`config.mk`:
```
export PLATFORM = sky130hd
export DESIGN_NAME = range_reader_writer_lock_table_unit
export DESIGN_NICKNAME = d
export VERILOG_FILES = /design/src/rrwl_pkg.sv /design/src/range_reader_writer_lock_table_unit.sv /design/src/rrwl_ram.sv /design/src/rrwl_cmp.sv /design/src/rrwl_out.sv
export SDC_FILE = /design/constraint.sdc
export NUM_CORES = 2
export LEC_CHECK = 0
export ABC_AREA = 1
export BUFFER_PORTS_ARGS = -buffer_cell sky130_fd_sc_hd__buf_2
export CORE_MARGIN = 2
export CORE_UTILIZATION = 50
export CTS_BUF_LIST = sky130_fd_sc_hd__clkbuf_16
export CTS_CLUSTER_SIZE = 28
export DETAILED_ROUTE_END_ITERATION = 12
export PLACE_DENSITY = 0.64
export SETUP_SLACK_MARGIN = 0.4
export SLEW_MARGIN = 20
export SYNTH_ARGS = -nofsm -noshare
export SYNTH_HDL_FRONTEND = slang
export SYNTH_SLANG_ARGS = --single-unit
export TNS_END_PERCENT = 5
```
`constraint.sdc`:
```
create_clock -name clk -period 36.3 [get_ports clk]
set_input_delay 9.075 -clock clk [delete_from_list [all_inputs] [get_ports clk]]
set_output_delay 9.075 -clock clk [all_outputs]
set_load 0.01 [all_outputs]
```
`src/rrwl_pkg.sv`:
```
`default_nettype none
package rrwl_pkg;

  localparam int RANGE_W = 64;
  localparam int SLOT_W  = 4;
  localparam int BLK_W   = 4;
  localparam logic [BLK_W-1:0] BLK_MAX = '1;

  localparam logic KIND_REPLY = 1'b0;
  localparam logic KIND_WAKE  = 1'b1;

  typedef enum logic [3:0] {
    ACT_READ_LOCK    = 4'd0,
    ACT_WRITE_LOCK   = 4'd1,
    ACT_READ_TRY     = 4'd2,
    ACT_WRITE_TRY    = 4'd3,
    ACT_READ_UNLOCK  = 4'd4,
    ACT_WRITE_UNLOCK = 4'd5,
    ACT_DOWNGRADE    = 4'd6,
    ACT_CANCEL       = 4'd7,
    ACT_IS_LOCKED    = 4'd8
  } action_t;

  typedef enum logic [2:0] {
    ST_GRANTED     = 3'd0,
    ST_WAITING     = 3'd1,
    ST_REFUSED     = 3'd2,
    ST_DONE        = 3'd3,
    ST_BAD         = 3'd4,
    ST_NOT_WAITING = 3'd5
  } status_t;

  typedef struct packed {
    logic              kind;
    logic [SLOT_W-1:0] slot;
    status_t           status;
    logic              overlap;
  } result_t;

  typedef struct packed {
    logic ovl;
    logic newer;
    logic gt_max;
    logic lt_min;
  } cmp_res_t;

endpackage
`default_nettype wire

```
`src/range_reader_writer_lock_table_unit.sv`:
```
// Range reader/writer lock table.
// Input channel in_*: one request per transfer (action, slot, inclusive range).
// Output channel out_*: the reply first, then one wake notice per waiter whose
// blocker count reaches zero, in ascending slot order; out_last_of_run marks the
// final result of a request.
// A request that passes its checks walks the table once through a one-read
// one-write entry memory and one shared range/age comparator, one entry per cycle
// unless a wake notice must wait for the output side. Accepted locks, queries,
// unlocks, downgrades and cancels all walk every entry of the table alike.
// A request rejected on its action, slot or range is answered without a walk;
// a rejected unlock, downgrade or non-waiter cancel first reads its own entry.
// in_stall stays high while a request is in progress. The reply is registered
// onto out_* once the next result is emitted or the request finishes.
// When out_stall holds a result, the walk pauses at the next wake notice; a new
// request can be taken while the last result still waits in the output register.
// Reset (rst_n low, synchronous) empties the table and zeroes the age counter;
// no clearing pass is needed.
`default_nettype none
module range_reader_writer_lock_table_unit import rrwl_pkg::*; #(
  parameter int TABLE_ENTRIES = 16,
  parameter int AGE_BITS      = 32
) (
  input  wire logic               clk,
  input  wire logic               rst_n,
  input  wire logic               in_valid,
  output logic                    in_stall,
  input  wire logic [3:0]         in_action,
  input  wire logic [SLOT_W-1:0]  in_slot,
  input  wire logic [RANGE_W-1:0] in_range_start,
  input  wire logic [RANGE_W-1:0] in_range_end,
  output logic                    out_valid,
  input  wire logic               out_stall,
  output logic                    out_kind,
  output logic [SLOT_W-1:0]       out_target_slot,
  output logic [2:0]              out_status,
  output logic                    out_overlap,
  output logic                    out_last_of_run
);

  localparam int IDX_W  = $clog2(TABLE_ENTRIES);
  localparam int CNT_W  = $clog2(TABLE_ENTRIES + 1);
  localparam int WORD_W = 2 * RANGE_W + AGE_BITS + 1 + BLK_W;
  localparam logic [CNT_W-1:0] CNT_N = CNT_W'(TABLE_ENTRIES);

  typedef enum logic [2:0] {
    S_IDLE, S_DISPATCH, S_CHECK, S_SCAN, S_LOCK_FIN, S_QFIN, S_FINISH
  } state_t;

  typedef enum logic [1:0] {M_COUNT, M_QUERY, M_RELEASE} mode_t;
  typedef enum logic [1:0] {F_ALL, F_WRITERS, F_READERS, F_CANCEL} filt_t;

  state_t               state_r, state_nxt;
  mode_t                mode_r, mode_nxt;
  filt_t                filt_r, filt_nxt;
  logic [3:0]           action_r, action_nxt;
  logic [SLOT_W-1:0]    slot_r, slot_nxt;
  logic [RANGE_W-1:0]   q_s_r, q_s_nxt;
  logic [RANGE_W-1:0]   q_e_r, q_e_nxt;
  logic                 rev_r, rev_nxt;
  logic [AGE_BITS-1:0]  me_age_r, me_age_nxt;
  logic                 me_reader_r, me_reader_nxt;
  logic [CNT_W-1:0]     scan_cnt_r, scan_cnt_nxt;
  logic                 ev_vld_r, ev_vld_nxt;
  logic [IDX_W-1:0]     ev_idx_r, ev_idx_nxt;
  logic [BLK_W-1:0]     cnt_r, cnt_nxt;
  logic [RANGE_W-1:0]   max_r, max_nxt;
  logic [RANGE_W-1:0]   min_r, min_nxt;
  logic                 any_r, any_nxt;
  logic [TABLE_ENTRIES-1:0] valid_r, valid_nxt;
  logic [AGE_BITS-1:0]  age_r, age_nxt;

  logic                 rd_en, wr_en;
  logic [IDX_W-1:0]     rd_addr, wr_addr;
  logic [WORD_W-1:0]    rd_word, wr_word;
  logic [RANGE_W-1:0]   rd_first, rd_final;
  logic [AGE_BITS-1:0]  rd_age;
  logic                 rd_reader;
  logic [BLK_W-1:0]     rd_blk;

  logic [RANGE_W-1:0]   cmp_first, cmp_final;
  cmp_res_t             cmp;

  logic                 emit, emit_ok, flush, flush_ok;
  result_t              emit_res;

  logic [IDX_W-1:0]     slot_idx;
  logic                 slot_ok, lock_reader, lock_try, want_reader;
  logic                 bad_req, pass_filt, dec, wake, hold, ent_valid;

  assign slot_idx    = IDX_W'(slot_r);
  assign slot_ok     = 32'(slot_r) < TABLE_ENTRIES;
  assign lock_reader = (action_r == ACT_READ_LOCK) || (action_r == ACT_READ_TRY);
  assign lock_try    = (action_r == ACT_READ_TRY) || (action_r == ACT_WRITE_TRY);
  assign want_reader = action_r == ACT_READ_UNLOCK;

  assign rd_first  = rd_word[WORD_W-1 -: RANGE_W];
  assign rd_final  = rd_word[WORD_W-1-RANGE_W -: RANGE_W];
  assign rd_age    = rd_word[BLK_W+1 +: AGE_BITS];
  assign rd_reader = rd_word[BLK_W];
  assign rd_blk    = rd_word[BLK_W-1:0];

  assign cmp_first = (state_r == S_QFIN) ? min_r : rd_first;
  assign cmp_final = (state_r == S_QFIN) ? max_r : rd_final;
  assign ent_valid = valid_r[ev_idx_r];

  assign in_stall = state_r != S_IDLE;

  rrwl_ram #(
    .DEPTH (TABLE_ENTRIES),
    .WIDTH (WORD_W)
  ) u_ram (
    .clk     (clk),
    .rd_en   (rd_en),
    .rd_addr (rd_addr),
    .rd_data (rd_word),
    .wr_en   (wr_en),
    .wr_addr (wr_addr),
    .wr_data (wr_word)
  );

  rrwl_cmp #(
    .AGE_BITS (AGE_BITS)
  ) u_cmp (
    .ent_first (cmp_first),
    .ent_final (cmp_final),
    .ent_age   (rd_age),
    .q_first   (q_s_r),
    .q_final   (q_e_r),
    .me_age    (me_age_r),
    .run_max   (max_r),
    .run_min   (min_r),
    .res       (cmp)
  );

  rrwl_out u_out (
    .clk             (clk),
    .rst_n           (rst_n),
    .emit            (emit),
    .emit_res        (emit_res),
    .flush           (flush),
    .emit_ok         (emit_ok),
    .flush_ok        (flush_ok),
    .out_valid       (out_valid),
    .out_stall       (out_stall),
    .out_kind        (out_kind),
    .out_target_slot (out_target_slot),
    .out_status      (out_status),
    .out_overlap     (out_overlap),
    .out_last_of_run (out_last_of_run)
  );

  always_comb begin
    case (filt_r)
      F_ALL:     pass_filt = 1'b1;
      F_WRITERS: pass_filt = !rd_reader;
      F_READERS: pass_filt = rd_reader;
      F_CANCEL:  pass_filt = !(me_reader_r && rd_reader);
      default:   pass_filt = 1'b0;
    endcase
    dec  = (state_r == S_SCAN) && (mode_r == M_RELEASE) && ev_vld_r && ent_valid &&
           (ev_idx_r != slot_idx) && cmp.ovl && pass_filt && cmp.newer && (rd_blk != '0);
    wake = dec && (rd_blk == BLK_W'(1));
    hold = wake && !emit_ok;
  end

  always_comb begin
    state_nxt     = state_r;
    mode_nxt      = mode_r;
    filt_nxt      = filt_r;
    action_nxt    = action_r;
    slot_nxt      = slot_r;
    q_s_nxt       = q_s_r;
    q_e_nxt       = q_e_r;
    rev_nxt       = rev_r;
    me_age_nxt    = me_age_r;
    me_reader_nxt = me_reader_r;
    scan_cnt_nxt  = scan_cnt_r;
    ev_vld_nxt    = ev_vld_r;
    ev_idx_nxt    = ev_idx_r;
    cnt_nxt       = cnt_r;
    max_nxt       = max_r;
    min_nxt       = min_r;
    any_nxt       = any_r;
    valid_nxt     = valid_r;
    age_nxt       = age_r;
    rd_en         = 1'b0;
    rd_addr       = slot_idx;
    wr_en         = 1'b0;
    wr_addr       = slot_idx;
    wr_word       = rd_word;
    emit          = 1'b0;
    flush         = 1'b0;
    bad_req       = 1'b0;
    emit_res      = '{kind: KIND_REPLY, slot: slot_r, status: ST_DONE, overlap: 1'b0};

    case (state_r)
      S_IDLE: begin
        if (in_valid) begin
          action_nxt = in_action;
          slot_nxt   = in_slot;
          q_s_nxt    = in_range_start;
          q_e_nxt    = in_range_end;
          rev_nxt    = in_range_start > in_range_end;
          state_nxt  = S_DISPATCH;
        end
      end

      S_DISPATCH: begin
        scan_cnt_nxt = '0;
        ev_vld_nxt   = 1'b0;
        cnt_nxt      = '0;
        any_nxt      = 1'b0;
        max_nxt      = '0;
        min_nxt      = '1;
        if (!slot_ok) begin
          bad_req = 1'b1;
        end else begin
          case (action_r)
            ACT_READ_LOCK, ACT_WRITE_LOCK, ACT_READ_TRY, ACT_WRITE_TRY: begin
              if (valid_r[slot_idx] || rev_r) begin
                bad_req = 1'b1;
              end else begin
                mode_nxt  = M_COUNT;
                state_nxt = S_SCAN;
              end
            end
            ACT_READ_UNLOCK, ACT_WRITE_UNLOCK, ACT_DOWNGRADE, ACT_CANCEL: begin
              rd_en     = 1'b1;
              state_nxt = S_CHECK;
            end
            ACT_IS_LOCKED: begin
              if (rev_r) begin
                bad_req = 1'b1;
              end else begin
                mode_nxt  = M_QUERY;
                state_nxt = S_SCAN;
              end
            end
            default: bad_req = 1'b1;
          endcase
        end
        if (bad_req) begin
          emit            = 1'b1;
          emit_res.status = ST_BAD;
          state_nxt       = S_FINISH;
        end
      end

      S_CHECK: begin
        q_s_nxt       = rd_first;
        q_e_nxt       = rd_final;
        me_age_nxt    = rd_age;
        me_reader_nxt = rd_reader;
        mode_nxt      = M_RELEASE;
        emit          = 1'b1;
        if (action_r == ACT_CANCEL) begin
          if (!valid_r[slot_idx] || (rd_blk == '0)) begin
            emit_res.status = ST_NOT_WAITING;
            state_nxt       = S_FINISH;
          end else begin
            valid_nxt[slot_idx] = 1'b0;
            filt_nxt            = F_CANCEL;
            state_nxt           = S_SCAN;
          end
        end else if (!valid_r[slot_idx] || (rd_blk != '0) || (rd_reader != want_reader)) begin
          emit_res.status = ST_BAD;
          state_nxt       = S_FINISH;
        end else begin
          state_nxt = S_SCAN;
          if (action_r == ACT_DOWNGRADE) begin
            filt_nxt = F_READERS;
            wr_en    = 1'b1;
            wr_word  = {rd_first, rd_final, rd_age, 1'b1, rd_blk};
          end else begin
            valid_nxt[slot_idx] = 1'b0;
            filt_nxt            = want_reader ? F_WRITERS : F_ALL;
          end
        end
      end

      S_SCAN: begin
        case (mode_r)
          M_COUNT: begin
            if (ev_vld_r && ent_valid && cmp.ovl && !(lock_reader && rd_reader) &&
                (cnt_r != BLK_MAX)) begin
              cnt_nxt = cnt_r + 1'b1;
            end
          end
          M_QUERY: begin
            if (ev_vld_r && ent_valid) begin
              any_nxt = 1'b1;
              if (cmp.gt_max) begin
                max_nxt = rd_final;
              end
              if (cmp.lt_min) begin
                min_nxt = rd_first;
              end
            end
          end
          M_RELEASE: begin
            if (dec && !hold) begin
              wr_en   = 1'b1;
              wr_addr = ev_idx_r;
              wr_word = {rd_first, rd_final, rd_age, rd_reader, rd_blk - 1'b1};
            end
            if (wake && !hold) begin
              emit            = 1'b1;
              emit_res.kind   = KIND_WAKE;
              emit_res.slot   = SLOT_W'(ev_idx_r);
              emit_res.status = ST_GRANTED;
            end
          end
          default: ;
        endcase
        if (!hold) begin
          if (scan_cnt_r < CNT_N) begin
            rd_en        = 1'b1;
            rd_addr      = scan_cnt_r[IDX_W-1:0];
            ev_idx_nxt   = scan_cnt_r[IDX_W-1:0];
            ev_vld_nxt   = 1'b1;
            scan_cnt_nxt = scan_cnt_r + 1'b1;
          end else begin
            ev_vld_nxt = 1'b0;
            if (!ev_vld_r) begin
              case (mode_r)
                M_COUNT: state_nxt = S_LOCK_FIN;
                M_QUERY: state_nxt = S_QFIN;
                default: state_nxt = S_FINISH;
              endcase
            end
          end
        end
      end

      S_LOCK_FIN: begin
        emit      = 1'b1;
        state_nxt = S_FINISH;
        if (lock_try && (cnt_r != '0)) begin
          emit_res.status = ST_REFUSED;
        end else begin
          wr_en               = 1'b1;
          wr_word             = {q_s_r, q_e_r, age_r, lock_reader, cnt_r};
          valid_nxt[slot_idx] = 1'b1;
          age_nxt             = age_r + 1'b1;
          emit_res.status     = (cnt_r != '0) ? ST_WAITING : ST_GRANTED;
        end
      end

      S_QFIN: begin
        emit             = 1'b1;
        emit_res.overlap = any_r && cmp.ovl;
        state_nxt        = S_FINISH;
      end

      S_FINISH: begin
        flush = 1'b1;
        if (flush_ok) begin
          state_nxt = S_IDLE;
        end
      end

      default: state_nxt = S_IDLE;
    endcase
  end

  always_ff @(posedge clk) begin
    if (!rst_n) begin
      state_r  <= S_IDLE;
      valid_r  <= '0;
      age_r    <= '0;
      ev_vld_r <= 1'b0;
    end else begin
      state_r  <= state_nxt;
      valid_r  <= valid_nxt;
      age_r    <= age_nxt;
      ev_vld_r <= ev_vld_nxt;
    end
    mode_r      <= mode_nxt;
    filt_r      <= filt_nxt;
    action_r    <= action_nxt;
    slot_r      <= slot_nxt;
    q_s_r       <= q_s_nxt;
    q_e_r       <= q_e_nxt;
    rev_r       <= rev_nxt;
    me_age_r    <= me_age_nxt;
    me_reader_r <= me_reader_nxt;
    scan_cnt_r  <= scan_cnt_nxt;
    ev_idx_r    <= ev_idx_nxt;
    cnt_r       <= cnt_nxt;
    max_r       <= max_nxt;
    min_r       <= min_nxt;
    any_r       <= any_nxt;
  end

  a_one_in_flight: assert property (@(posedge clk) disable iff (!rst_n)
    in_valid && !in_stall |=> in_stall)
    else $error("second request taken while one is in progress");

  a_insert_empty: assert property (@(posedge clk) disable iff (!rst_n)
    state_r == S_LOCK_FIN |-> !valid_r[slot_idx])
    else $error("lock inserted into an occupied slot");

  a_one_release: assert property (@(posedge clk) disable iff (!rst_n)
    $past(rst_n) |-> ($countones(valid_r) + 1 >= $countones($past(valid_r))))
    else $error("more than one entry released in a cycle");

  a_write_states: assert property (@(posedge clk) disable iff (!rst_n)
    wr_en |-> (state_r == S_CHECK) || (state_r == S_SCAN) || (state_r == S_LOCK_FIN))
    else $error("table write outside an update step");

endmodule
`default_nettype wire

```
`src/rrwl_ram.sv`:
```
`default_nettype none
module rrwl_ram #(
  parameter int DEPTH = 16,
  parameter int WIDTH = 133
) (
  input  wire logic                     clk,
  input  wire logic                     rd_en,
  input  wire logic [$clog2(DEPTH)-1:0] rd_addr,
  output logic      [WIDTH-1:0]         rd_data,
  input  wire logic                     wr_en,
  input  wire logic [$clog2(DEPTH)-1:0] wr_addr,
  input  wire logic [WIDTH-1:0]         wr_data
);

  logic [WIDTH-1:0] mem [DEPTH];
  logic [WIDTH-1:0] rd_data_r;

  always_ff @(posedge clk) begin
    if (wr_en) begin
      mem[wr_addr] <= wr_data;
    end
    if (rd_en) begin
      rd_data_r <= mem[rd_addr];
    end
  end

  assign rd_data = rd_data_r;

endmodule
`default_nettype wire

```
`src/rrwl_cmp.sv`:
```
`default_nettype none
module rrwl_cmp import rrwl_pkg::*; #(
  parameter int AGE_BITS = 32
) (
  input  wire logic [RANGE_W-1:0]  ent_first,
  input  wire logic [RANGE_W-1:0]  ent_final,
  input  wire logic [AGE_BITS-1:0] ent_age,
  input  wire logic [RANGE_W-1:0]  q_first,
  input  wire logic [RANGE_W-1:0]  q_final,
  input  wire logic [AGE_BITS-1:0] me_age,
  input  wire logic [RANGE_W-1:0]  run_max,
  input  wire logic [RANGE_W-1:0]  run_min,
  output cmp_res_t                 res
);

  assign res.ovl    = (ent_first <= q_final) && (q_first <= ent_final);
  assign res.newer  = me_age < ent_age;
  assign res.gt_max = ent_final > run_max;
  assign res.lt_min = ent_first < run_min;

endmodule
`default_nettype wire

```
`src/rrwl_out.sv`:
```
`default_nettype none
module rrwl_out import rrwl_pkg::*; (
  input  wire logic              clk,
  input  wire logic              rst_n,
  input  wire logic              emit,
  input  wire result_t           emit_res,
  input  wire logic              flush,
  output logic                   emit_ok,
  output logic                   flush_ok,
  output logic                   out_valid,
  input  wire logic              out_stall,
  output logic                   out_kind,
  output logic [SLOT_W-1:0]      out_target_slot,
  output logic [2:0]             out_status,
  output logic                   out_overlap,
  output logic                   out_last_of_run
);

  logic    out_valid_r, out_valid_nxt;
  result_t out_res_r, out_res_nxt;
  logic    out_last_r, out_last_nxt;
  logic    pend_v_r, pend_v_nxt;
  result_t pend_r, pend_nxt;
  logic    out_free;

  // one result is held back until the next one shows up or the run is flushed, so the last can be flagged
  always_comb begin
    out_free      = !out_valid_r || !out_stall;
    emit_ok       = !pend_v_r || out_free;
    flush_ok      = pend_v_r && out_free;
    out_valid_nxt = out_free ? 1'b0 : out_valid_r;
    out_res_nxt   = out_res_r;
    out_last_nxt  = out_last_r;
    pend_v_nxt    = pend_v_r;
    pend_nxt      = pend_r;
    if (emit && emit_ok) begin
      if (pend_v_r) begin
        out_valid_nxt = 1'b1;
        out_res_nxt   = pend_r;
        out_last_nxt  = 1'b0;
      end
      pend_v_nxt = 1'b1;
      pend_nxt   = emit_res;
    end else if (flush && flush_ok) begin
      out_valid_nxt = 1'b1;
      out_res_nxt   = pend_r;
      out_last_nxt  = 1'b1;
      pend_v_nxt    = 1'b0;
    end
  end

  always_ff @(posedge clk) begin
    if (!rst_n) begin
      out_valid_r <= 1'b0;
      pend_v_r    <= 1'b0;
    end else begin
      out_valid_r <= out_valid_nxt;
      pend_v_r    <= pend_v_nxt;
    end
  end

  always_ff @(posedge clk) begin
    out_res_r  <= out_res_nxt;
    out_last_r <= out_last_nxt;
    pend_r     <= pend_nxt;
  end

  assign out_valid       = out_valid_r;
  assign out_kind        = out_res_r.kind;
  assign out_target_slot = out_res_r.slot;
  assign out_status      = out_res_r.status;
  assign out_overlap     = out_res_r.overlap;
  assign out_last_of_run = out_last_r;

endmodule
`default_nettype wire

```
==> reports/results.ini <==
[power]
clkPwrFrac_pct=29.8
seqPwrFrac_pct=43.2
p_leak_nw=67.49
internal-power_w=0.007456
p_comb_share_pct=27.0
ir_drop_mv=0.05542
p_sw_w=0.003804
power_switching_share_pct=33.78
power.density_nw_per_um2=69.37

[clock_tree]
cts_setup_buffers=0
clk_latency_ns=0.91
tritoncts=done
path_clk_slew_ns=0.06
cts_resized=0
clockBufferDepth=4
htreeDepth=5
hold_buffers=0
root_buffer=clkbuf_16
cts.sink_count=3194
cts-buffers-inserted=335

[floorplan]
rows=199
coreArea_um2=293100
initial_core_util_pct=50.15
die_h_um=546.1
ios=152
die_area_um2=298300
die_width_um=546.1

[logic_synthesis]
async_reset_ff_share_pct=0
ys_seq_area_share_pct=64.90
syn_inst=14190
synth_top_cell_by_area=edfxtp_1
synth_edf_count=3140
ys_top_cells_by_area=edfxtp_1 64%, nand3_1 10%, nand2_1 7.9%
syn_avg_cell_area_um2=10.36
synth_area_um2=147000
synthesis.nets=14680
ys_warn_count=0
netlist.area_leader.share_pct=64.16
ys_types=54
synth-main-ff-cell=edfxtp_1
synth-seq-cells=3194

[grt]
grt_max_degree=207
grt_antenna_before_repair=21
grt_use_total_pct=27.31
grt_pass1_vias=96370
grt_pass1_wl_um=620500
grt_overflow=0

[worst_hold_path]
hp-class=register to register

[timing]
report.final.slew_viol_count=0
fin_ws_ns=22.35
tightest_slew_ns=1.197
fmax_mhz=71.67
skew_ns=0.04837
slew_headroom_pct=20.21
hold_violations=0
period_needed_ns=13.95
grt_setup_unrepaired=false
fin_setup_tns_ns=0
whs_ns=0.4174
fin_crit_sh_pct=38.44
setup_viol=0

[outcome]
status=complete, no violations

[layout]
syn_to_final_growth_pct=10.45
drive_gt1_share_pct=6.663
final_util_pct=55.38
multi_input_area_um2=39770
finalNetCount=14640
num-fill-cells=25000
final_cell_mix=3140 x edfxtp_1, 3104 x nand2_1, 3036 x nand3_1
final_common_cell=edfxtp_1
regArea_um2=95370

[run]
cap_viol_max_count=0

[setup_path]
startpoint_type=input pin
crit_arrival_ns=14.70
end_kind=register
path_class=input pin to register
cp.required_ns=37.05
crit_fanout=69

[routing]
drc_errors=0
wl_per_cell_um=22.69
dr_total_vias=103000
routed_wl_um=416100
drtPass1Iterations=6
postRouteAntennaNets=0
via_per_inst=5.614
drt-initial-drc-count=12090

[place]
portBuffers=151
place_congestion=0.8869
detailed_place_hpwl_um=219600
place_ws_ns=21.64

==> sequential cells by signal (all words and copies together), names as in the netlist, 2 cells and up, named ones only <==
| name | cells |
|---|---|
| max_r | 64 |
| u_out.out_target_slot | 4 |
| min_r | 64 |
| slot_idx | 4 |
| state_r | 3 |
| mode_r | 2 |
| q_s_r | 64 |
| u_ram.mem | 2640 |
| u_ram.rd_data | 165 |
| u_out.out_status | 3 |
| q_e_r | 64 |
| filt_r | 2 |
| action_r | 4 |
| me_age_r | 32 |
| cnt_r | 4 |
| age_r | 32 |
| scan_cnt_r | 5 |
| ev_idx_r | 4 |
| u_out.pend_r | 9 |
==> cell usage after synthesis, types with 2 or more instances <==
master	number
buf_4	20
o21a_1	13
a21oi_1	230
nand3_2	3
a221oi_1	7
inv_2	4
nand3_1	3037
buf_6	3
o211ai_1	33
o2111ai_1	6
clkinv_1	3
nor3_1	41
o21ai_0	431
nand2_1	3106
dfxtp_1	54
a31oi_1	7
nor2_4	3
inv_1	2257
edfxtp_1	3140
o41ai_1	2
xor2_1	5
buf_1	61
o221ai_1	28
buf_2	442
nor4_1	20
nand4_1	41
o21ai_1	2
o21bai_1	5
nor3b_1	3
a2111oi_0	3
clkbuf_1	287
a21o_1	3
o22ai_1	10
or2_2	2
ha_1	356
xnor2_1	5
nand3b_1	262
nor2_1	211
nand2_2	6
nor2_2	4
a211oi_1	13
and3_1	4
==> critical path, cell delays in order <==
cell and delay, ns:
buf_2 0.08, nand2_1 0.13, nor2_1 0.26, nand3_2 0.24
nand3_1 0.25, nand2_1 0.12, nand2_4 0.55, buf_4 0.81
buf_4 0.89, buf_4 0.82, buf_4 0.82, nand3_1 0.16
nand3_1 0.12, nand3_1 0.12, nand2_1 0.11
==> power by group through the flow <==
| stage | clock network (W) | registers, W | logic (W) |
|---|---|---|---|
| finish | 0.00336 | 0.00486 | 0.00304 |
| global route | 0.00353 | 0.00488 | 0.00336 |
| CTS | 0.00339 | 0.00486 | 0.00300 |
| detailed placement | 0 | 0.00494 | 0.00299 |
| global placement | 0 | 0.00493 | 0.00295 |
| floorplan | 0 | 0.00496 | 0.00196 |
==> kinds of logic after synthesis <==
family / after synthesis / synth area share [%]
compound gates: 799 / 2.989
xor+xnor: 10 / 0.05960
fa+ha+maj: 356 / 3.031
buf+inv: 3077 / 8.302
flops: 3194 / 64.90
simple gates: 6749 / 20.72
==> cell type report <==
cell class              instances  share of cell area (%)
well taps                    3919                   3.021
clock buffers                 341                   5.257
clock inverters               265                   1.270
diodes                         14                 0.02158
repair buffers                430                   1.916
inverters                    2264                   5.252
flip-flops and latches       3194                   58.76
multi-input cells            7914                   24.50
==> path summary, 6_finish.rpt <==
kind / start / to / slack, ns / cells past startpoint
hold reg to reg: u_out.pend_r[0]$_SDFFCE_PP0P_ / u_out.out_overlap$_DFFE_PP_ / 0.42 / 0
setup / recovery: out_stall / u_ram.rd_data[128]$_DFFE_PP_ / 22.35 / 15
setup reg to reg: state_r[1]$_SDFFE_PN0P_ / u_ram.rd_data[128]$_DFFE_PP_ / 25.85 / 28
hold / removal: u_out.pend_r[0]$_SDFFCE_PP0P_ / u_out.out_overlap$_DFFE_PP_ / 0.42 / 0
==> per-layer routing <==
layer / track usage (%) / part of all wire [%] / wire length [um]
met5: 0 / 0.011 / 47
met2: 43.78 / 47 / 194600
met1: 38.55 / 41 / 171900
met4: 8.892 / 3.2 / 13340
met3: 3.735 / 8.7 / 36240
==> per-stage QoR <==
step           total power, W  cells  area (um^2)
2_1_floorplan        0.006913  14190       147000
3_3_place_gp         0.007883  17710       151500
3_5_place_dp         0.007926  17710       151600
4_1_cts               0.01126  18320       162200
5_1_grt               0.01177  18340       162300
6_report              0.01126  18340       162300
Power figures use the tool's default switching activity.
